**config.mk**
```make
export PLATFORM = sky130hd
export DESIGN_NAME = three_phase_sync_async_spwm
export DESIGN_NICKNAME = d
export VERILOG_FILES = /design/src/rtl/spwm_pkg.sv /design/src/rtl/spwm_smul.sv /design/src/rtl/spwm_div45.sv /design/src/rtl/three_phase_sync_async_spwm.sv
export SDC_FILE = /design/constraint.sdc
export NUM_CORES = 1
export LEC_CHECK = 0
export BUFFER_PORTS_ARGS = -buffer_cell sky130_fd_sc_hd__buf_4
export CAP_MARGIN = 25
export CORE_AREA = 8 8 227 229
export CTS_CLUSTER_SIZE = 40
export DETAILED_ROUTE_END_ITERATION = 8
export DIE_AREA = 0 0 235 237
export PLACE_DENSITY = 0.8
export SLEW_MARGIN = 20
export SYNTH_ARGS = -nofsm -noshare
export SYNTH_HDL_FRONTEND = slang
export SYNTH_SLANG_ARGS = --single-unit
```
**constraint.sdc**
```tcl
create_clock -name clk_i -period 8.1 [get_ports clk_i]
set_input_delay 1.215 -clock clk_i [delete_from_list [all_inputs] [get_ports clk_i]]
set_output_delay 1.215 -clock clk_i [all_outputs]
set_load 0.005 [all_outputs]
```
**src/rtl/spwm_pkg.sv**
```systemverilog
// ----------------------------------------------------------------------------
// spwm_pkg
// shared types and constants of the three-phase sine/triangle pwm block
// ----------------------------------------------------------------------------
package spwm_pkg;

  // field widths
  localparam int unsigned SPEED_W = 16;
  localparam int unsigned STEP_W  = 32;
  localparam int unsigned GAIN_W  = 16;
  localparam int unsigned FREQ_W  = 16;
  localparam int unsigned CFREQ_W = 17;
  localparam int unsigned AMP_W   = 15;
  localparam int unsigned MODE_W  = 6;

  // configuration register indexes
  typedef enum logic [1:0] {
    REG_PHASE_STEP = 2'd0,
    REG_FREQ_GAIN  = 2'd1,
    REG_MIN_SPEED  = 2'd2,
    REG_ASYNC_FREQ = 2'd3
  } cfg_reg_e;

  localparam logic [STEP_W-1:0]  RST_PHASE_STEP = 32'd42950;
  localparam logic [GAIN_W-1:0]  RST_FREQ_GAIN  = 16'd13357;
  localparam logic [SPEED_W-1:0] RST_MIN_SPEED  = 16'd128;
  localparam logic [CFREQ_W-1:0] RST_ASYNC_FREQ = 17'd51200;

  // multiplier operand width on the serial side
  localparam int unsigned MUL_B_W = 17;

  // pulse modes (carrier pulses per sine cycle)
  localparam logic [MODE_W-1:0] MODE_ASYNC = 6'd0;
  localparam logic [MODE_W-1:0] MODE_1     = 6'd1;
  localparam logic [MODE_W-1:0] MODE_3     = 6'd3;
  localparam logic [MODE_W-1:0] MODE_9     = 6'd9;
  localparam logic [MODE_W-1:0] MODE_15    = 6'd15;
  localparam logic [MODE_W-1:0] MODE_27    = 6'd27;
  localparam logic [MODE_W-1:0] MODE_45    = 6'd45;
  localparam logic [MODE_W-1:0] MODE_1_CARRIER_MULT = 6'd3;

  // freq > k/10 Hz in q8.8  <=>  fs > floor(k*256/10)
  localparam logic [FREQ_W-1:0] THR_MODE_1  = 16'((443 * 256) / 10);
  localparam logic [FREQ_W-1:0] THR_MODE_3  = 16'((380 * 256) / 10);
  localparam logic [FREQ_W-1:0] THR_MODE_9  = 16'((250 * 256) / 10);
  localparam logic [FREQ_W-1:0] THR_MODE_15 = 16'((137 * 256) / 10);
  localparam logic [FREQ_W-1:0] THR_MODE_27 = 16'((70 * 256) / 10);
  localparam logic [FREQ_W-1:0] THR_MODE_45 = 16'((54 * 256) / 10);

  localparam logic [CFREQ_W-1:0] CFREQ_MAX = 17'h1FFFF;
  localparam logic [FREQ_W-1:0]  FREQ_MAX  = 16'hFFFF;

  // amplitude = fs*16/45 + 0.1 in q1.14
  localparam int unsigned AMP_DIVISOR = 45;
  localparam int unsigned AMP_DIV_W   = 20;
  localparam int unsigned AMP_OFFSET  = 1638;
  localparam int unsigned AMP_MAX     = 32767;

  // quarter-wave sine polynomial, q14
  localparam logic [14:0] Q14_ONE = 15'd16384;
  localparam logic [14:0] SIN_C0  = 15'd1306;
  localparam logic [14:0] SIN_C1  = 15'd10583;
  localparam logic [14:0] SIN_C2  = 15'd25736;

  // triangle breakpoints on the top 16 carrier phase bits
  localparam logic [15:0] TRI_Q1 = 16'd16384;
  localparam logic [15:0] TRI_Q3 = 16'd49152;

  // status of a multi-cycle arithmetic unit
  typedef struct packed {
    logic busy;
    logic done;
  } unit_status_t;

endpackage

```
**src/rtl/spwm_smul.sv**
```systemverilog
// ----------------------------------------------------------------------------
// spwm_smul
// bit-serial shift-add multiplier, one multiplier bit per cycle
// ----------------------------------------------------------------------------
module spwm_smul #(
  parameter int unsigned A_W = 32,
  parameter int unsigned B_W = 17
) (
  input  logic                    clk_i,
  input  logic                    rst_ni,
  input  logic                    start_i,
  input  logic [A_W-1:0]          a_i,
  input  logic [B_W-1:0]          b_i,
  output logic [A_W+B_W-1:0]      product_o,
  output spwm_pkg::unit_status_t  status_o
);
  import spwm_pkg::*;

  localparam int unsigned CW = $clog2(B_W + 1);

  logic [A_W-1:0] a_q;
  logic [A_W-1:0] hi_q;
  logic [B_W-1:0] lo_q;
  logic [CW-1:0]  cnt_q;
  logic           done_q;
  logic [A_W:0]   sum_w;

  // partial sum of the high half, low bit drops into the multiplier shifter
  assign sum_w = {1'b0, hi_q} + (lo_q[0] ? {1'b0, a_q} : '0);

  always_ff @(posedge clk_i or negedge rst_ni) begin
    if (!rst_ni) begin
      a_q    <= '0;
      hi_q   <= '0;
      lo_q   <= '0;
      cnt_q  <= '0;
      done_q <= 1'b0;
    end else begin
      done_q <= 1'b0;
      if (start_i) begin
        a_q   <= a_i;
        hi_q  <= '0;
        lo_q  <= b_i;
        cnt_q <= CW'(B_W);
      end else if (cnt_q != '0) begin
        hi_q   <= sum_w[A_W:1];
        lo_q   <= {sum_w[0], lo_q[B_W-1:1]};
        cnt_q  <= cnt_q - CW'(1);
        done_q <= (cnt_q == CW'(1));
      end
    end
  end

  assign product_o     = {hi_q, lo_q};
  assign status_o.busy = (cnt_q != '0);
  assign status_o.done = done_q;

endmodule

```
**src/rtl/spwm_div45.sv**
```systemverilog
// ----------------------------------------------------------------------------
// spwm_div45
// restoring divider by the amplitude constant, one quotient bit per cycle
// ----------------------------------------------------------------------------
module spwm_div45 (
  input  logic                              clk_i,
  input  logic                              rst_ni,
  input  logic                              start_i,
  input  logic [spwm_pkg::AMP_DIV_W-1:0]    dividend_i,
  output logic [spwm_pkg::AMP_DIV_W-1:0]    quotient_o,
  output spwm_pkg::unit_status_t            status_o
);
  import spwm_pkg::*;

  localparam int unsigned CW    = $clog2(AMP_DIV_W + 1);
  localparam int unsigned REM_W = $clog2(AMP_DIVISOR);

  logic [AMP_DIV_W-1:0] xq_q;
  logic [REM_W-1:0]     rem_q;
  logic [CW-1:0]        cnt_q;
  logic                 done_q;
  logic [REM_W:0]       trial_w;
  logic                 ge_w;

  // dividend bits leave at the top, quotient bits enter at the bottom
  assign trial_w = {rem_q, xq_q[AMP_DIV_W-1]};
  assign ge_w    = (trial_w >= (REM_W + 1)'(AMP_DIVISOR));

  always_ff @(posedge clk_i or negedge rst_ni) begin
    if (!rst_ni) begin
      xq_q   <= '0;
      rem_q  <= '0;
      cnt_q  <= '0;
      done_q <= 1'b0;
    end else begin
      done_q <= 1'b0;
      if (start_i) begin
        xq_q  <= dividend_i;
        rem_q <= '0;
        cnt_q <= CW'(AMP_DIV_W);
      end else if (cnt_q != '0) begin
        xq_q   <= {xq_q[AMP_DIV_W-2:0], ge_w};
        rem_q  <= ge_w ? REM_W'(trial_w - (REM_W + 1)'(AMP_DIVISOR)) : trial_w[REM_W-1:0];
        cnt_q  <= cnt_q - CW'(1);
        done_q <= (cnt_q == CW'(1));
      end
    end
  end

  assign quotient_o    = xq_q;
  assign status_o.busy = (cnt_q != '0);
  assign status_o.done = done_q;

endmodule

```
**src/rtl/three_phase_sync_async_spwm.sv**
```systemverilog
// ----------------------------------------------------------------------------
// three_phase_sync_async_spwm
// three-phase sine/triangle pwm with asynchronous and synchronous carrier
// ----------------------------------------------------------------------------
// One input beat is one pwm tick and yields exactly one result beat. All
// arithmetic of a tick with the inverter running goes through one bit-serial
// 17-bit multiplier, and a tick needs 19 products (speed gain, phase step,
// carrier frequency, carrier phase, then for each of the three phases four
// sine polynomial terms and the amplitude product), then a hand-off to the
// output register. The divide for the amplitude runs in parallel with the
// phase step product. A tick that does not run (disabled, or neither in power
// notch nor above the minimum speed) returns all zeros while clearing the w
// sine phase. A new tick is taken as soon as the sequencer is back in idle,
// even while the previous result still waits at the output.
// Configuration writes are always taken, but only take effect safely while no
// tick is in flight. SINE_TABLE_DEPTH must be a power of two.
module three_phase_sync_async_spwm #(
  parameter int unsigned PHASE_BITS       = 32,
  parameter int unsigned SINE_TABLE_DEPTH = 1024
) (
  input  logic                            clk_i,
  input  logic                            rst_ni,
  // configuration write channel
  input  logic                            cfg_valid_i,
  output logic                            cfg_ready_o,
  input  spwm_pkg::cfg_reg_e              cfg_index_i,
  input  logic [spwm_pkg::STEP_W-1:0]     cfg_data_i,
  // tick input channel
  input  logic                            in_valid_i,
  output logic                            in_stall_o,
  input  logic [spwm_pkg::SPEED_W-1:0]    vehicle_speed_i,
  input  logic                            power_notch_i,
  input  logic                            inverter_enable_i,
  // result channel
  output logic                            out_valid_o,
  input  logic                            out_stall_i,
  output logic                            gate_u_o,
  output logic                            gate_v_o,
  output logic                            gate_w_o,
  output logic [spwm_pkg::MODE_W-1:0]     pulse_mode_o,
  output logic [spwm_pkg::FREQ_W-1:0]     motor_freq_o,
  output logic [spwm_pkg::CFREQ_W-1:0]    carrier_freq_o,
  output logic [spwm_pkg::AMP_W-1:0]      amplitude_o
);
  import spwm_pkg::*;

  // multiplicand width covers both the phase and the phase step register
  localparam int unsigned AW = (PHASE_BITS > STEP_W) ? PHASE_BITS : STEP_W;
  localparam int unsigned PW = AW + MUL_B_W;
  localparam int unsigned LD = $clog2(SINE_TABLE_DEPTH);

  // one third and two thirds of a cycle, truncated
  localparam logic [63:0] THIRD_64     = (64'd1 << PHASE_BITS) / 64'd3;
  localparam logic [63:0] TWO_THIRD_64 = (64'd2 << PHASE_BITS) / 64'd3;
  localparam logic [PHASE_BITS-1:0] PH_THIRD     = THIRD_64[PHASE_BITS-1:0];
  localparam logic [PHASE_BITS-1:0] PH_TWO_THIRD = TWO_THIRD_64[PHASE_BITS-1:0];

  typedef enum logic [3:0] {
    S_IDLE,   // wait for a tick
    S_FS,     // speed * gain
    S_WINC,   // motor freq * phase step, amplitude divide alongside
    S_FC,     // motor freq * mode
    S_CAR,    // carrier phase product
    S_SZ2,    // z * z
    S_SP1,    // z2 * c0
    S_SP2,    // z2 * p1
    S_SS,     // z * p2
    S_GATE,   // amplitude * |sine|, then compare
    S_FIN     // hand result to the output register
  } state_e;

  typedef enum logic [1:0] {
    SEL_U = 2'd0,
    SEL_V = 2'd1,
    SEL_W = 2'd2
  } phase_sel_e;

  // configuration registers
  logic [STEP_W-1:0]  step_q;
  logic [GAIN_W-1:0]  gain_q;
  logic [SPEED_W-1:0] min_speed_q;
  logic [CFREQ_W-1:0] afreq_q;

  // sequencer and working registers
  state_e                state_q;
  phase_sel_e            sel_q;
  logic                  run_q;
  logic [PHASE_BITS-1:0] w_q;
  logic [PHASE_BITS-1:0] car_q;
  logic [FREQ_W-1:0]     fs_q;
  logic [MODE_W-1:0]     mode_q;
  logic [CFREQ_W-1:0]    fc_q;
  logic [AMP_W-1:0]      amp_q;
  logic [2:0]            gate_q;
  logic [14:0]           z_q;
  logic [14:0]           z2_q;
  logic                  neg_q;

  // arithmetic unit operands
  logic                  mul_start_q;
  logic [AW-1:0]         mul_a_q;
  logic [MUL_B_W-1:0]    mul_b_q;
  logic                  div_start_q;
  logic [AMP_DIV_W-1:0]  div_x_q;

  // output register
  logic                  out_valid_q;
  logic [2:0]            out_gate_q;
  logic [MODE_W-1:0]     out_mode_q;
  logic [FREQ_W-1:0]     out_fs_q;
  logic [CFREQ_W-1:0]    out_fc_q;
  logic [AMP_W-1:0]      out_amp_q;

  logic [PW-1:0]         mul_prod;
  unit_status_t          mul_st;
  logic [AMP_DIV_W-1:0]  div_q;
  unit_status_t          div_st;

  // --------------------------------------------------------------------------
  // configuration port, always ready
  // --------------------------------------------------------------------------
  assign cfg_ready_o = 1'b1;

  always_ff @(posedge clk_i or negedge rst_ni) begin
    if (!rst_ni) begin
      step_q      <= RST_PHASE_STEP;
      gain_q      <= RST_FREQ_GAIN;
      min_speed_q <= RST_MIN_SPEED;
      afreq_q     <= RST_ASYNC_FREQ;
    end else if (cfg_valid_i && cfg_ready_o) begin
      unique case (cfg_index_i)
        REG_PHASE_STEP: step_q      <= cfg_data_i;
        REG_FREQ_GAIN:  gain_q      <= cfg_data_i[GAIN_W-1:0];
        REG_MIN_SPEED:  min_speed_q <= cfg_data_i[SPEED_W-1:0];
        REG_ASYNC_FREQ: afreq_q     <= cfg_data_i[CFREQ_W-1:0];
        default:        step_q      <= step_q;
      endcase
    end
  end

  // --------------------------------------------------------------------------
  // shared serial units
  // --------------------------------------------------------------------------
  spwm_smul #(
    .A_W (AW),
    .B_W (MUL_B_W)
  ) u_smul (
    .clk_i     (clk_i),
    .rst_ni    (rst_ni),
    .start_i   (mul_start_q),
    .a_i       (mul_a_q),
    .b_i       (mul_b_q),
    .product_o (mul_prod),
    .status_o  (mul_st)
  );

  spwm_div45 u_div (
    .clk_i      (clk_i),
    .rst_ni     (rst_ni),
    .start_i    (div_start_q),
    .dividend_i (div_x_q),
    .quotient_o (div_q),
    .status_o   (div_st)
  );

  // --------------------------------------------------------------------------
  // product post-processing
  // --------------------------------------------------------------------------
  logic                  run_w;
  logic [FREQ_W-1:0]     fs_w;
  logic [PHASE_BITS-1:0] inc_w;
  logic [MODE_W-1:0]     mode_w;
  logic [MODE_W-1:0]     car_mult_w;
  logic [22:0]           fc_raw_w;
  logic [CFREQ_W-1:0]    fc_w;
  logic [20:0]           amp_sum_w;
  logic [AMP_W-1:0]      amp_w;
  logic [14:0]           prod_q14_w;
  logic [14:0]           p1_w;
  logic [14:0]           p2_w;
  logic [15:0]           s_raw_w;
  logic [14:0]           s_w;

  assign run_w = inverter_enable_i && (power_notch_i || (vehicle_speed_i > min_speed_q));

  // speed * gain is q8.8 * q4.12, back to q8.8 with saturation
  assign fs_w  = (mul_prod[31:28] != 4'd0) ? FREQ_MAX : mul_prod[27:12];
  // phase increments drop the q8 fraction of the frequency
  assign inc_w = mul_prod[PHASE_BITS+7:8];

  always_comb begin
    if (fs_q > THR_MODE_1) begin
      mode_w = MODE_1;
    end else if (fs_q > THR_MODE_3) begin
      mode_w = MODE_3;
    end else if (fs_q > THR_MODE_9) begin
      mode_w = MODE_9;
    end else if (fs_q > THR_MODE_15) begin
      mode_w = MODE_15;
    end else if (fs_q > THR_MODE_27) begin
      mode_w = MODE_27;
    end else if (fs_q > THR_MODE_45) begin
      mode_w = MODE_45;
    end else begin
      mode_w = MODE_ASYNC;
    end
  end

  // one-pulse mode runs the carrier at three times the u phase
  assign car_mult_w = (mode_q == MODE_1) ? MODE_1_CARRIER_MULT : mode_q;

  assign fc_raw_w = mul_prod[22:0];
  assign fc_w     = (fc_raw_w > 23'(CFREQ_MAX)) ? CFREQ_MAX : fc_raw_w[CFREQ_W-1:0];

  assign amp_sum_w = 21'(div_q) + 21'(AMP_OFFSET);
  assign amp_w     = (amp_sum_w > 21'(AMP_MAX)) ? AMP_W'(AMP_MAX) : amp_sum_w[AMP_W-1:0];

  // sine polynomial terms, every product is rescaled by 2^-14
  assign prod_q14_w = mul_prod[28:14];
  assign p1_w       = SIN_C1 - prod_q14_w;
  assign p2_w       = SIN_C2 - prod_q14_w;
  assign s_raw_w    = mul_prod[29:14];
  assign s_w        = (s_raw_w > 16'(Q14_ONE)) ? Q14_ONE : s_raw_w[14:0];

  // --------------------------------------------------------------------------
  // phase selection and quarter-wave folding
  // --------------------------------------------------------------------------
  logic [PHASE_BITS-1:0] pu_w;
  logic [PHASE_BITS-1:0] pv_w;
  phase_sel_e            sel_w;
  logic [PHASE_BITS-1:0] ph_w;
  logic [LD-1:0]         idx_w;
  logic [15:0]           u_w;
  logic [13:0]           zraw_w;
  logic [14:0]           z_w;
  logic                  neg_w;

  assign pv_w = w_q + PH_THIRD;
  assign pu_w = w_q + PH_TWO_THIRD;

  // the gate state already looks at the next phase to start its sine
  assign sel_w = (state_q == S_GATE) ? phase_sel_e'(sel_q + 2'd1) : sel_q;

  always_comb begin
    case (sel_w)
      SEL_U:   ph_w = pu_w;
      SEL_V:   ph_w = pv_w;
      default: ph_w = w_q;
    endcase
  end

  // phase quantized to the table depth, then spread over 16 bits
  assign idx_w  = ph_w[PHASE_BITS-1 -: LD];
  assign u_w    = 16'(idx_w) << (16 - LD);
  assign zraw_w = u_w[13:0];
  assign z_w    = u_w[14] ? (Q14_ONE - {1'b0, zraw_w}) : {1'b0, zraw_w};
  assign neg_w  = u_w[15];

  // --------------------------------------------------------------------------
  // triangle carrier and gate compare
  // --------------------------------------------------------------------------
  logic [15:0]        tri_p_w;
  logic signed [17:0] tri_w;
  logic [29:0]        m_w;
  logic signed [31:0] lhs_w;
  logic signed [31:0] rhs_w;
  logic               gate_w;

  assign tri_p_w = car_q[PHASE_BITS-1 -: 16];

  always_comb begin
    if (tri_p_w < TRI_Q1) begin
      tri_w = -$signed({2'b00, tri_p_w});
    end else if (tri_p_w < TRI_Q3) begin
      tri_w = $signed({2'b00, tri_p_w}) - 18'sd32768;
    end else begin
      tri_w = 18'sd65536 - $signed({2'b00, tri_p_w});
    end
  end

  // amplitude * sine in q28 against triangle scaled to q28
  assign m_w    = mul_prod[29:0];
  assign lhs_w  = neg_q ? -$signed({2'b00, m_w}) : $signed({2'b00, m_w});
  assign rhs_w  = $signed({tri_w[17], tri_w[16:0], 14'd0});
  assign gate_w = (lhs_w >= rhs_w);

  // --------------------------------------------------------------------------
  // sequencer
  // --------------------------------------------------------------------------
  always_ff @(posedge clk_i or negedge rst_ni) begin
    if (!rst_ni) begin
      state_q     <= S_IDLE;
      sel_q       <= SEL_U;
      run_q       <= 1'b0;
      w_q         <= '0;
      car_q       <= '0;
      fs_q        <= '0;
      mode_q      <= MODE_ASYNC;
      fc_q        <= '0;
      amp_q       <= '0;
      gate_q      <= '0;
      z_q         <= '0;
      z2_q        <= '0;
      neg_q       <= 1'b0;
      mul_start_q <= 1'b0;
      mul_a_q     <= '0;
      mul_b_q     <= '0;
      div_start_q <= 1'b0;
      div_x_q     <= '0;
      out_valid_q <= 1'b0;
      out_gate_q  <= '0;
      out_mode_q  <= MODE_ASYNC;
      out_fs_q    <= '0;
      out_fc_q    <= '0;
      out_amp_q   <= '0;
    end else begin
      mul_start_q <= 1'b0;
      div_start_q <= 1'b0;
      if (out_valid_q && !out_stall_i) begin
        out_valid_q <= 1'b0;
      end

      unique case (state_q)
        S_IDLE: begin
          if (in_valid_i) begin
            sel_q <= SEL_U;
            run_q <= run_w;
            if (run_w) begin
              mul_a_q     <= AW'(gain_q);
              mul_b_q     <= MUL_B_W'(vehicle_speed_i);
              mul_start_q <= 1'b1;
              state_q     <= S_FS;
            end else begin
              // stopped tick: zero result, w phase restarts, carrier holds
              w_q     <= '0;
              fs_q    <= '0;
              mode_q  <= MODE_ASYNC;
              fc_q    <= '0;
              amp_q   <= '0;
              gate_q  <= '0;
              state_q <= S_FIN;
            end
          end
        end

        S_FS: begin
          if (mul_st.done) begin
            fs_q        <= fs_w;
            mul_a_q     <= AW'(step_q);
            mul_b_q     <= MUL_B_W'(fs_w);
            mul_start_q <= 1'b1;
            div_x_q     <= {fs_w, 4'd0};
            div_start_q <= 1'b1;
            state_q     <= S_WINC;
          end
        end

        S_WINC: begin
          if (mul_st.done) begin
            w_q         <= w_q + inc_w;
            mode_q      <= mode_w;
            mul_a_q     <= AW'(fs_q);
            mul_b_q     <= MUL_B_W'(mode_w);
            mul_start_q <= 1'b1;
            state_q     <= S_FC;
          end
        end

        S_FC: begin
          if (mul_st.done) begin
            amp_q <= amp_w;
            if (mode_q == MODE_ASYNC) begin
              fc_q    <= afreq_q;
              mul_a_q <= AW'(step_q);
              mul_b_q <= MUL_B_W'(afreq_q);
            end else begin
              fc_q    <= fc_w;
              mul_a_q <= AW'(pu_w);
              mul_b_q <= MUL_B_W'(car_mult_w);
            end
            mul_start_q <= 1'b1;
            state_q     <= S_CAR;
          end
        end

        S_CAR: begin
          if (mul_st.done) begin
            if (mode_q == MODE_ASYNC) begin
              car_q <= car_q + inc_w;
            end else begin
              car_q <= mul_prod[PHASE_BITS-1:0];
            end
            z_q         <= z_w;
            neg_q       <= neg_w;
            mul_a_q     <= AW'(z_w);
            mul_b_q     <= MUL_B_W'(z_w);
            mul_start_q <= 1'b1;
            state_q     <= S_SZ2;
          end
        end

        S_SZ2: begin
          if (mul_st.done) begin
            z2_q        <= prod_q14_w;
            mul_a_q     <= AW'(prod_q14_w);
            mul_b_q     <= MUL_B_W'(SIN_C0);
            mul_start_q <= 1'b1;
            state_q     <= S_SP1;
          end
        end

        S_SP1: begin
          if (mul_st.done) begin
            mul_a_q     <= AW'(z2_q);
            mul_b_q     <= MUL_B_W'(p1_w);
            mul_start_q <= 1'b1;
            state_q     <= S_SP2;
          end
        end

        S_SP2: begin
          if (mul_st.done) begin
            mul_a_q     <= AW'(z_q);
            mul_b_q     <= MUL_B_W'(p2_w);
            mul_start_q <= 1'b1;
            state_q     <= S_SS;
          end
        end

        S_SS: begin
          if (mul_st.done) begin
            mul_a_q     <= AW'(amp_q);
            mul_b_q     <= MUL_B_W'(s_w);
            mul_start_q <= 1'b1;
            state_q     <= S_GATE;
          end
        end

        S_GATE: begin
          if (mul_st.done) begin
            gate_q[sel_q] <= gate_w;
            if (sel_q == SEL_W) begin
              state_q <= S_FIN;
            end else begin
              // next phase starts its sine right away
              sel_q       <= sel_w;
              z_q         <= z_w;
              neg_q       <= neg_w;
              mul_a_q     <= AW'(z_w);
              mul_b_q     <= MUL_B_W'(z_w);
              mul_start_q <= 1'b1;
              state_q     <= S_SZ2;
            end
          end
        end

        S_FIN: begin
          if (!out_valid_q || !out_stall_i) begin
            out_valid_q <= 1'b1;
            out_gate_q  <= gate_q;
            out_mode_q  <= mode_q;
            out_fs_q    <= fs_q;
            out_fc_q    <= fc_q;
            out_amp_q   <= amp_q;
            state_q     <= S_IDLE;
          end
        end

        default: state_q <= S_IDLE;
      endcase
    end
  end

  assign in_stall_o     = (state_q != S_IDLE);
  assign out_valid_o    = out_valid_q;
  assign gate_u_o       = out_gate_q[SEL_U];
  assign gate_v_o       = out_gate_q[SEL_V];
  assign gate_w_o       = out_gate_q[SEL_W];
  assign pulse_mode_o   = out_mode_q;
  assign motor_freq_o   = out_fs_q;
  assign carrier_freq_o = out_fc_q;
  assign amplitude_o    = out_amp_q;

  // --------------------------------------------------------------------------
  // assertions
  // --------------------------------------------------------------------------

  // the multiplier is never restarted while a product is still being formed
  assert property (@(posedge clk_i) disable iff (!rst_ni)
    mul_start_q |-> !mul_st.busy)
    else $error("multiplier restarted while busy");

  // the amplitude quotient is ready when the mode product completes
  assert property (@(posedge clk_i) disable iff (!rst_ni)
    (state_q == S_FC && mul_st.done) |-> !div_st.busy)
    else $error("amplitude divide still busy when consumed");

  // a stopped tick leaves the w phase cleared at hand-off
  assert property (@(posedge clk_i) disable iff (!rst_ni)
    (state_q == S_FIN && !run_q) |-> (w_q == '0 && gate_q == 3'b000))
    else $error("stopped tick did not clear phase and gates");

  // an accepted beat always starts work
  assert property (@(posedge clk_i) disable iff (!rst_ni)
    (in_valid_i && !in_stall_o) |=> (state_q == S_FS || state_q == S_FIN))
    else $error("accepted beat did not start the sequencer");

endmodule

```
# --- After elaboration in Yosys (flattened, before gate mapping) ---
# Cells that the tools add are included.
# Widths: inputs -> output; s select.
classes:
  order_cmp: 16
  n_mux: 126
  eq_ne: 31
  addsub: 17
  reduce_logical: 40
ops:
  columns: ["operator", "n"]
  rows:
  - ["$mux 32", 21]
  - ["$mux 17", 20]
  - ["$pmux 32 s10", 1]
  - ["$pmux 17 s10", 1]
  - ["$mux 15", 9]
  - ["$pmux 32 s2", 2]
  - ["$mux 6", 13]
  - ["$add 32x32->32", 2]
  - ["$mux 16", 4]
  - ["$pmux 15 s2", 2]
  - ["$mux 4", 13]
  - ["$pmux 4 s11", 1]
  - ["$mux 20", 2]
  - ["$mux 18", 2]
  - ["$pmux 17 s2", 1]
  - ["$add 32x33->33", 1]
  - ["$add 32x31->32 const B", 1]
  - ["$add 32x32->32 const B", 1]
  - ["$ge 32x32->1", 1]
  - ["$gt 16x11->1 const B", 2]
  - ["$gt 16x14->1 const B", 2]
  - ["$neg 30->32", 1]
  - ["$pmux 16 s2", 1]
  - ["$reduce_and 4->1", 6]
  - ["56 further kinds", 120]
word_totals:
  in_bits: 57
  output_inout_bits: 60
  elab_cells: 265
  regBits: 482

# --- Depth between registers and ports, before layout ---
# Gate-level depths: netlist of run 1.
depth:
  ltp_word: 9
  ltp_mapped: 20
  depth_no_buf: 18

# --- By module ---
# A second synthesis of run 1 with hierarchy kept.
unflattened:
  hier_cells: 3254
  area_unflattened_um2: 30065.1
by_module_without_submodules:
  columns: ["module", "area_per_inst_um2", "seq_area_each_um2", "instances", "cells_per_inst"]
  rows:
  - ["three_phase_sync_async_spwm", 22833.1, 8983.6, 1, 2492]
  - ["spwm_smul", 5571.6, 2177.1, 1, 593]
  - ["spwm_div45", 1660.3, 800.8, 1, 169]

# --- Worst setup path before layout of run 1 ---
# No wires, ideal clock.
synth_timing:
  path_type: "reg2reg"
  start: "register u_smul.lo_q[9]"
  end: "register gate_q[0]"
  path_buffers: 1
  path_stages_with_launch: 19
  path_slack_ps: 3911
  required_ps: 7968
  arrival_time_ps: 4057
  setup_ps: 132
  cell_sequence: "dfrtp_1 -> nor4_1 -> and4_1 -> clkbuf_1 -> nand2_1 -> or3_1 -> or4b_2 -> nand2_1 -> xnor2_1 -> ha_1 -> a21o_1 -> a21o_1 -> a21o_1 -> a21o_1 -> a21oi_1 -> nand2_1 -> mux2_2 -> a41oi_1 -> o21ai_0"
synth_via:
  elab_chain_len: 6
synth_lines:
  columns: ["item", "line_no", "source"]
  rows:
  - ["start: declaration", "spwm_smul.sv:23", "logic [B_W-1:0] lo_q;"]
  - ["start signal: assignment", "spwm_smul.sv:43", "lo_q <= b_i;"]
  - ["start signal: assignment", "spwm_smul.sv:47", "lo_q <= {sum_w[0], lo_q[B_W-1:1]};"]
  - ["$neg 30->32", "three_phase_sync_async_spwm.sv:283", "assign lhs_w = neg_q ? -$signed({2'b00, m_w}) : $signed({2'b00, m_w});"]
  - ["$mux 32 *", "three_phase_sync_async_spwm.sv:283", null]
  - ["$ge 32x32->1 *", "three_phase_sync_async_spwm.sv:285", "assign gate_w = (lhs_w >= rhs_w);"]
  - ["$bwmux 3 *", "three_phase_sync_async_spwm.sv:441", "gate_q[sel_q] <= gate_w;"]
  - ["$mux 3 *", "three_phase_sync_async_spwm.sv:440", "if (mul_st.done) begin"]
  - ["$pmux 3 s2 *", "three_phase_sync_async_spwm.sv:323", "unique case (state_q)"]
  - ["end signal: indexed assignment", "three_phase_sync_async_spwm.sv:441", null]
  - ["end: declaration", "three_phase_sync_async_spwm.sv:94", "logic [2:0] gate_q;"]
# Mark *: on every way between the ends. The rest lies on a longest branch, timed or not. The select of a mux whose other input is x is not followed.
# A chain may end at the register's enable or synchronous reset.

# --- Worst setup path in the final report of run 1 ---
layout_timing:
  start: "register u_smul.lo_q[0]"
  end: "register gate_q[2]"
# The elaborated chain is that of the path after synthesis.

==> out/qor.txt, run 1 <==
OUTCOME
-------------------------------------------------------------------------------------------------
Result of the run .................................................................. complete, no violations

WORST SETUP PATH
-------------------------------------------------------------------------------------------------
Maximum single-stage delay on the critical path ....................................      0.72 ns
Worst reg2reg setup slack ..........................................................      2.78 ns
Endpoint of the worst register-to-register path .................................... gate_q[2]$_DFFE_PN0P_
CP Capture Point ................................................................... gate_q[2]$_DFFE_PN0P_
Arrival time at the worst endpoint .................................................      5.78 ns
Kind of capture point of the worst setup path ......................................    flip-flop
Startpoint Class ...................................................................    flip-flop
Path depth of the worst reg2reg path ...............................................           17
CP Class ........................................................................... flip-flop to flip-flop
Cell repeated most along the worst path ............................................       a21o_1
CP max stage cell ..................................................................      dfrtp_1
Endpoint required time on the critical path ........................................      8.55 ns
Crit path max fanout ...............................................................           37
Ordered list of cells on the worst path ............................................ nor4_1 > and4_1 > nand2_1 > or3_1 > or4b_2 > nand2_1 > xnor2_1 > ha_1 > a21o_1 > a21o_1 > a21o_1 > a21o_1 > a21oi_1 > nand2_1 > mux2_2 > a41oi_1 > o21ai_0
Launch point of the worst reg-to-reg path .......................................... u_smul.lo_q[0]$_DFFE_PN0P_
Critical Path Source ............................................................... u_smul.lo_q[0]$_DFFE_PN0P_

POWER AND IR DROP
-------------------------------------------------------------------------------------------------
Part of the total power dissipated in sequential elements ..........................        0.333
Max VDD drop .......................................................................     0.245 mV
Leakage ............................................................................      14.9 nW
Part of the total power dissipated in the clock network ............................        0.189
Cell internal pwr ..................................................................      7.38 mW
Total power ........................................................................      13.5 mW
Power density over cell area .......................................................  410 mW/mm^2
Share of total power consumed by net switching .....................................        0.453
Logic pwr share ....................................................................        0.478
Net Switching ......................................................................      6.10 mW

ROUTE
-------------------------------------------------------------------------------------------------
Routed length per placed instance ..................................................      25.6 um
Uppermost routed layer .............................................................         met5
Routed metal-1 wirelength ..........................................................      41.3 mm
Total via count after detailed routing .............................................        26600
Final Routed Wirelength ............................................................       100 mm
Number of remaining DRC errors .....................................................            0
Final antenna-violating net count ..................................................            0
First-pass DRT Iterations ..........................................................            9
Post-DR vias/cell ..................................................................         6.79
Met3 WL post-DR ....................................................................      11.1 mm
First-iteration detailed-routing DRC count .........................................         3050
Wire length on met2 ................................................................      42.9 mm

LAYOUT
-------------------------------------------------------------------------------------------------
Layout Cells excl Fill .............................................................         3915
Area overhead of the layout relative to synthesis ..................................        10.9%
Post-route cell area ............................................................... 0.0329 sq mm
Fraction of final layout cells sized beyond drive strength 1 .......................        0.158
Area occupied by multi-input gates ................................................. 0.0167 sq mm
Post-layout net count ..............................................................         3462
Fill count .........................................................................         3711
Storage element area ............................................................... 0.0119 sq mm
Final cell utilization of the core .................................................        0.683

SYNTHESIS
-------------------------------------------------------------------------------------------------
Compound-gate portion of the synthesized area ......................................        0.212
Most common flop cell mapped by yosys ..............................................      dfrtp_1
Mux share of post-synthesis cell area ..............................................       0.0849
Biggest area consumer among synthesized cells ......................................      dfrtp_1
Synthesized area divided by synthesized cell count .................................   9.18 sq um
Post-synth EDFFs ...................................................................            0
Seq/Total Area, Yosys ..............................................................        0.402
Number of warnings issued by yosys .................................................            0
Yosys reg bits .....................................................................          476
Simple-gate portion of the synthesized area ........................................        0.151
Post-synthesis cell count ..........................................................         3230
Post-synthesis adder-cell area fraction ............................................       0.0657
Synth area leaders ................................................................. dfrtp_1 38%, mux2_2 7.2%, ha_1 6.4%, o21ai_0 5.2%, nand2_1 4.8%
Dominant combinational cell family by area after synthesis ......................... compound AO/OA/AOI/OAI gates
Syn nets ...........................................................................         3441
Yosys top cell area share ..........................................................        0.385
XOR/XNOR share of the synthesized area .............................................       0.0463
Mapped cell area ................................................................... 0.0297 sq mm
Share of async-settable or async-resettable flops after synthesis ..................         1.00
Number of distinct library cell variants in the gate-level netlist after synthesis .           90

STA
-------------------------------------------------------------------------------------------------
Crit path setup slack, layout ......................................................      2.78 ns
Max transition margin ..............................................................        0.281
Shortest period the worst path allows ..............................................      5.32 ns
Transition time at the pin with the least slew margin ..............................      1.07 ns
Number of setup violations in the final report .....................................            0
Number of pins exceeding their max-slew limit in the final report ..................            0
Worst clock skew on the final layout ...............................................    0.0201 ns
Setup repair after global routing missed its margin ................................        false
Hold_ws ............................................................................     0.478 ns
Max Clock Freq .....................................................................      188 MHz
Share of the clock period used by the worst path after layout ......................        0.657
Setup TNS ..........................................................................         0 ns
Hold violation count in the final report ...........................................            0

DIE
-------------------------------------------------------------------------------------------------
Full die area ...................................................................... 0.0557 sq mm
Floorplan die height ...............................................................       237 um
Boundary pin count .................................................................          117
Placeable core region .............................................................. 0.0481 sq mm
Horiz. Die Dim .....................................................................       235 um
Initial Utilization ................................................................        0.616
Number of core rows ................................................................           81

CTS
-------------------------------------------------------------------------------------------------
Root buf cell ......................................................................    clkbuf_16
TritonCTS clock tree ...............................................................          yes
CTS buffer count ...................................................................           52
Post-CTS setup-driven buffer insertion count .......................................            0
Total number of H-tree levels ......................................................            2
Total of cells resized after clock tree synthesis ..................................            0
Clock latency on the worst-skew pair ...............................................      0.62 ns
Clock transition at path regs ......................................................      0.06 ns
Number of sinks on the clock net ...................................................          476
Quantity of hold-fixing buffers added after cts ....................................            0
Clock Path Buffers .................................................................            3

GLOBAL ROUTING
-------------------------------------------------------------------------------------------------
Vias in the first global route .....................................................        25600
Largest net degree at the start of global routing ..................................          182
Number of antenna violations at the first check in global routing ..................            4
GRT Overall Usage ..................................................................        0.351
Global-route wire length before repair .............................................       155 mm
Overflow after GRT .................................................................            0

PLACEMENT
-------------------------------------------------------------------------------------------------
Post-placement cell count ..........................................................         3816
Dpl ws .............................................................................      2.85 ns
Number of port buffers .............................................................          115
Area post-placement ................................................................ 0.0310 sq mm
Last weighted congestion value of the routability-driven placer ....................         1.01
Detailed Place HPWL ................................................................      72.6 mm

RUN
-------------------------------------------------------------------------------------------------
Max-Cap Viols ......................................................................            0

MIN PATH
-------------------------------------------------------------------------------------------------
Worst hold stages ..................................................................            2
Class of the worst hold path ....................................................... flip-flop to flip-flop

worst max-delay path: cells and delay by family, from the launching register on:
kind | cells | cell delay (ns)
AOI/OAI and AO/OA | 7 | 1.67
xor gates and xnor gates | 1 | 0.08
adders and majority gates | 1 | 0.32
DFF | 1 | 0.72
muxes | 1 | 0.25
and+or+nand+nor | 7 | 2.14
metal layers:
metal,GRT usage,up-vias
met5,0,-
met4,0.146,8
met3,0.0922,337
met2,0.524,1449
met1,0.483,13000
li1,-,11800
cells in the final DEF (no fill, tap or decap), types with 19 or more instances in the layout:
master / count
a211oi_1: 48
a21o_1: 79
a21oi_1: 211
a221oi_1: 20
a22oi_1: 43
a31oi_1: 24
and2_1: 44
buf_4: 157
clkbuf_16: 52
dfrtp_1: 455
dfstp_2: 20
ha_1: 151
inv_1: 91
mux2_2: 189
mux2i_1: 39
nand2_1: 377
nand2b_1: 26
nand3_1: 59
nand4_1: 26
nor2_1: 197
nor2b_1: 29
nor3_1: 47
nor4_1: 20
o21a_1: 26
o21ai_0: 305
o31ai_1: 48
or2_2: 19
xnor2_1: 100
xor2_1: 57
registers in the layout, indices dropped and copies added (netlist names), 6 cells and up:
name	cells
fc_q	17
u_smul.hi_q	32
fs_q	16
afreq_q	17
gain_q	16
w_q	32
z_q	9
min_speed_q	16
u_smul.lo_q	17
step_q	32
mode_q	6
amplitude_o	15
car_q	32
u_div.rem_q	6
carrier_freq_o	17
motor_freq_o	16
pulse_mode_o	6
u_div.quotient_o	20
mul_b_q	17
div_x_q	16
z2_q	15
amp_q	15
mul_a_q	32
u_smul.a_q	32
cells in the mapped netlist (all sizes together), types with 21 or more instances:
cell type and n:
clkbuf 175, a21o 81, o31ai 48, a22oi 43, a211oi 48, nand4 26
o21ai 308, nand2b 26, nor2 197, dfrtp 456, nand2 377, nor2b 29
a21oi 211, o21a 26, mux2 189, mux2i 39, ha 151, buf 21
nand3 61, xnor2 100, xor2 57, inv 93, a31oi 24, and2 44
nor3 50
worst min-delay path by stage:
stage | startpoint | endpoint | slack (ns)
after floorplan | mul_a_q[14]$_DFFE_PN0P_ | mul_a_q[14]$_DFFE_PN0P_ | 0.44
after global placement | mul_a_q[18]$_DFFE_PN0P_ | mul_a_q[18]$_DFFE_PN0P_ | 0.46
after detailed placement | mul_a_q[18]$_DFFE_PN0P_ | mul_a_q[18]$_DFFE_PN0P_ | 0.47
after CTS | fc_q[14]$_DFFE_PN0P_ | fc_q[14]$_DFFE_PN0P_ | 0.48
after global routing | div_x_q[19]$_DFFE_PN0P_ | div_x_q[19]$_DFFE_PN0P_ | 0.50
final | fc_q[14]$_DFFE_PN0P_ | fc_q[14]$_DFFE_PN0P_ | 0.48
power by group through the flow:
stage                     clock network, mW  logic (mW)  registers (mW)
after floorplan                           0        4.64            3.78
after global placement                    0        6.03            4.41
after detailed placement                  0        6.19            4.47
after CTS                              2.56        6.26            4.43
after global routing                   2.66        7.00            4.56
final                                  2.55        6.44            4.49
layout make-up:
type / count / share of cell area
diodes: 1 / 0.0000761
clock buffers: 68 / 0.0438
clock inverters: 27 / 0.0115
inverters: 93 / 0.0106
multi-input cells: 2465 / 0.509
flip-flops and latches: 476 / 0.363
well taps: 622 / 0.0237
repair buffers: 163 / 0.0385
cell families after synthesis:
group                    Yosys count
adder cells (fa/ha/maj)          154
AO/OA/AOI/OAI                    987
other                              1
AND/OR/NAND/NOR                  938
buffers and inverters            289
multiplexers                     228
flip-flops                       476
XOR/XNOR                         157
Note: power is estimated with default switching activity, not from simulation.
==> run 2, diff against run 1 <==
--- a/config.mk
+++ b/config.mk
@@ -7,11 +7,11 @@
 export LEC_CHECK = 0
 export BUFFER_PORTS_ARGS = -buffer_cell sky130_fd_sc_hd__buf_4
 export CAP_MARGIN = 25
-export CORE_AREA = 8 8 227 229
+export CORE_AREA = 8 8 238 240
 export CTS_CLUSTER_SIZE = 40
 export DETAILED_ROUTE_END_ITERATION = 8
-export DIE_AREA = 0 0 235 237
-export PLACE_DENSITY = 0.8
+export DIE_AREA = 0 0 246 248
+export PLACE_DENSITY = 0.77
 export SLEW_MARGIN = 20
 export SYNTH_ARGS = -nofsm -noshare
 export SYNTH_HDL_FRONTEND = slang
==> constraint.sdc (replaced) <==
create_clock -name clk_i -period 4.61 [get_ports clk_i]
set_input_delay 0.6915 -clock clk_i [delete_from_list [all_inputs] [get_ports clk_i]]
set_output_delay 0.6915 -clock clk_i [all_outputs]
set_load 0.005 [all_outputs]
==> out/qor.txt, run 2 (synthesis gave the netlist of run 1 again) <==
OUTCOME
--------------------------------------------------------------------------------
Result of the run ................................................. complete, no violations

WORST SETUP PATH
--------------------------------------------------------------------------------
Kind of capture point of the worst setup path .....................    flip-flop
Path depth of the worst reg2reg path ..............................           18   +1
Maximum single-stage delay on the critical path ...................      0.62 ns   -0.10 ns
Launch point of the worst reg-to-reg path ......................... u_smul.lo_q[8]$_DFFE_PN0P_
Crit path max fanout ..............................................            4   -89%
CP Class .......................................................... flip-flop to flip-flop
CP max stage cell .................................................       or4b_2
Endpoint of the worst register-to-register path ................... gate_q[0]$_DFFE_PN0P_
Cell repeated most along the worst path ...........................       a21o_1
Ordered list of cells on the worst path ........................... nor4_2 > and4_1 > nand2_1 > or3_1 > or4b_2 > nand2_1 > xnor2_1 > ha_1 > a21o_1 > a21o_1 > a21o_1 > a21o_1 > a21oi_1 > nand2_1 > mux2_2 > a41oi_1 > buf_4 > o21ai_0
Worst reg2reg setup slack .........................................      0.23 ns   -2.55 ns
Endpoint required time on the critical path .......................      5.09 ns   -3.46 ns
Startpoint Class ..................................................    flip-flop
Arrival time at the worst endpoint ................................      4.86 ns   -0.92 ns

ROUTE
--------------------------------------------------------------------------------
Number of remaining DRC errors ....................................            0   unchanged
Total via count after detailed routing ............................        26800   +0.85%
Final Routed Wirelength ...........................................       101 mm   +0.57%
Post-DR vias/cell .................................................         6.61   -2.7%
Final antenna-violating net count .................................            0   unchanged
First-iteration detailed-routing DRC count ........................         3321   +8.9%
First-pass DRT Iterations .........................................            8   -1
Routed length per placed instance .................................      24.8 um   -3.0%

CTS
--------------------------------------------------------------------------------
Clock latency on the worst-skew pair ..............................      0.62 ns   about the same
Root buf cell .....................................................    clkbuf_16
Total number of H-tree levels .....................................            2   unchanged
TritonCTS clock tree ..............................................          yes
Clock Path Buffers ................................................            3   unchanged
Clock transition at path regs .....................................      0.06 ns   about the same
Quantity of hold-fixing buffers added after cts ...................            0   unchanged
Number of sinks on the clock net ..................................          476   unchanged
Post-CTS setup-driven buffer insertion count ......................            0   unchanged
CTS buffer count ..................................................           53   +1.9%

RUN
--------------------------------------------------------------------------------
Max-Cap Viols .....................................................            0   unchanged

MIN PATH
--------------------------------------------------------------------------------
Class of the worst hold path ...................................... input pin to asynchronous set/reset pin

DIE
--------------------------------------------------------------------------------
Initial Utilization ...............................................        0.559   -0.0572
Placeable core region ............................................. 0.0531 sq mm   +10%
Horiz. Die Dim ....................................................       246 um   +4.7%
Boundary pin count ................................................          117   unchanged
Number of core rows ...............................................           85   +4.9%
Floorplan die height ..............................................       248 um   +4.6%
Full die area ..................................................... 0.0610 sq mm   +9.5%

PLACEMENT
--------------------------------------------------------------------------------
Detailed Place HPWL ...............................................      74.5 mm   +2.5%
Last weighted congestion value of the routability-driven placer ...        0.995   -1.1%
Number of port buffers ............................................          115   unchanged

STA
--------------------------------------------------------------------------------
Shortest period the worst path allows .............................      4.38 ns   -0.938 ns
Worst clock skew on the final layout ..............................    0.0228 ns   +0.00275 ns
Number of setup violations in the final report ....................            0   unchanged
Max Clock Freq ....................................................      228 MHz   +21%
Max transition margin .............................................        0.262   -0.0186
Transition time at the pin with the least slew margin .............      1.11 ns   +0.0320 ns
Hold violation count in the final report ..........................            0   unchanged
Number of pins exceeding their max-slew limit in the final report .            0   unchanged
Share of the clock period used by the worst path after layout .....        0.951   +0.294
Setup TNS .........................................................         0 ns   unchanged

POWER AND IR DROP
--------------------------------------------------------------------------------
Power density over cell area ......................................  714 mW/mm^2   +74%
Max VDD drop ......................................................     0.426 mV   +74%
Leakage ...........................................................      15.3 nW   +2.6%

LAYOUT
--------------------------------------------------------------------------------
Post-layout net count .............................................         3531   +2.0%
Antenna Cells .....................................................            0   -1
Area overhead of the layout relative to synthesis .................        13.3%
Most common cell after layout, fill and taps aside ................      dfrtp_1
Commonest cells after routing, fill and taps aside ................ 455 x dfrtp_1, 377 x nand2_1, 305 x o21ai_0, 221 x buf_4, 211 x a21oi_1
Final cell utilization of the core ................................        0.633   -0.0497
Fraction of final layout cells sized beyond drive strength 1 ......        0.176   +0.0178

GLOBAL ROUTING
--------------------------------------------------------------------------------
GRT Overall Usage .................................................        0.327   -0.0241
Vias in the first global route ....................................        25900   +1.2%
Overflow after GRT ................................................            0   unchanged
Global-route wire length before repair ............................       156 mm   +0.69%
Number of antenna violations at the first check in global routing .            5   +1
Largest net degree at the start of global routing .................          110   -40%

## run 2: cell types whose count changed in the layout (fill, tap and decap cells not counted), sizes merged
cell,change
inv,+2
buf,+68
clkinvlp,+2
diode,-1
clkbuf,+4
clkinv,-6
## run 2: final cells by class
cell class	instances	area (sq um)
Clock buffer	72	1500
Clock inverter	25	380
Fill cell	4347	19500
Inverter	93	349
Multi-Input combinational cell	2465	16700
Sequential cell	476	11900
Tap cell	696	871
Timing Repair Buffer	231	1830
## run 2: metrics by stage
step	area [sq um]	cells	setup WS, ns	hold WS, ns	power (mW)
finish	33600	4058	0.226	0.123	24.0
global route	33600	4058	-0.0200	0.221	25.4
CTS	33500	4053	0.121	0.170	23.7
detailed placement	31600	3956	0.158	0.465	19.0
global placement	31600	3955	0.224	0.462	18.6
floorplan	29700	3230	0.421	0.396	14.8
## run 2: what timing repair did
item / in CTS / in global routing
resized for setup: 0 / 6
setup endpoints to repair: 0 / 7
endpoints found under the hold margin: 0 / 0
## run 2: critical path, delay by kind of cell, from the launching register on
kind | cells | cell delay [ns]
compound gates | 7 | 1.08
xor+xnor | 1 | 0.08
fa+ha+maj | 1 | 0.32
buf+inv | 1 | 0.20
flops | 1 | 0.42
mux | 1 | 0.25
simple gates | 7 | 1.89
## run 2: power by group
part	switching, mW	total (mW)	internal, mW	leakage [nW]
logic	7.07	11.9	4.86	8.28
registers	1.80	7.49	5.69	6.11
clock network	1.85	4.59	2.74	0.904
## run 2: worst max-delay path by stage
stage / start / to / cells after the start
floorplan: u_smul.lo_q[9]$_DFFE_PN0P_ / gate_q[0]$_DFFE_PN0P_ / 18
global placement: u_smul.lo_q[4]$_DFFE_PN0P_ / gate_q[1]$_DFFE_PN0P_ / 18
detailed placement: u_smul.lo_q[0]$_DFFE_PN0P_ / u_smul.hi_q[23]$_DFFE_PN0P_ / 14
CTS: u_smul.lo_q[0]$_DFFE_PN0P_ / u_smul.hi_q[23]$_DFFE_PN0P_ / 14
global route: u_smul.lo_q[8]$_DFFE_PN0P_ / gate_q[1]$_DFFE_PN0P_ / 18
finish: u_smul.lo_q[8]$_DFFE_PN0P_ / gate_q[0]$_DFFE_PN0P_ / 18
## run 2: per-layer routing
layer	routed length (um)	share of wire	global-route usage
met1	41700	0.41	0.455
met2	43600	0.43	0.487
met3	10600	0.11	0.0760
met4	4780	0.047	0.139
met5	41	0.00041	0
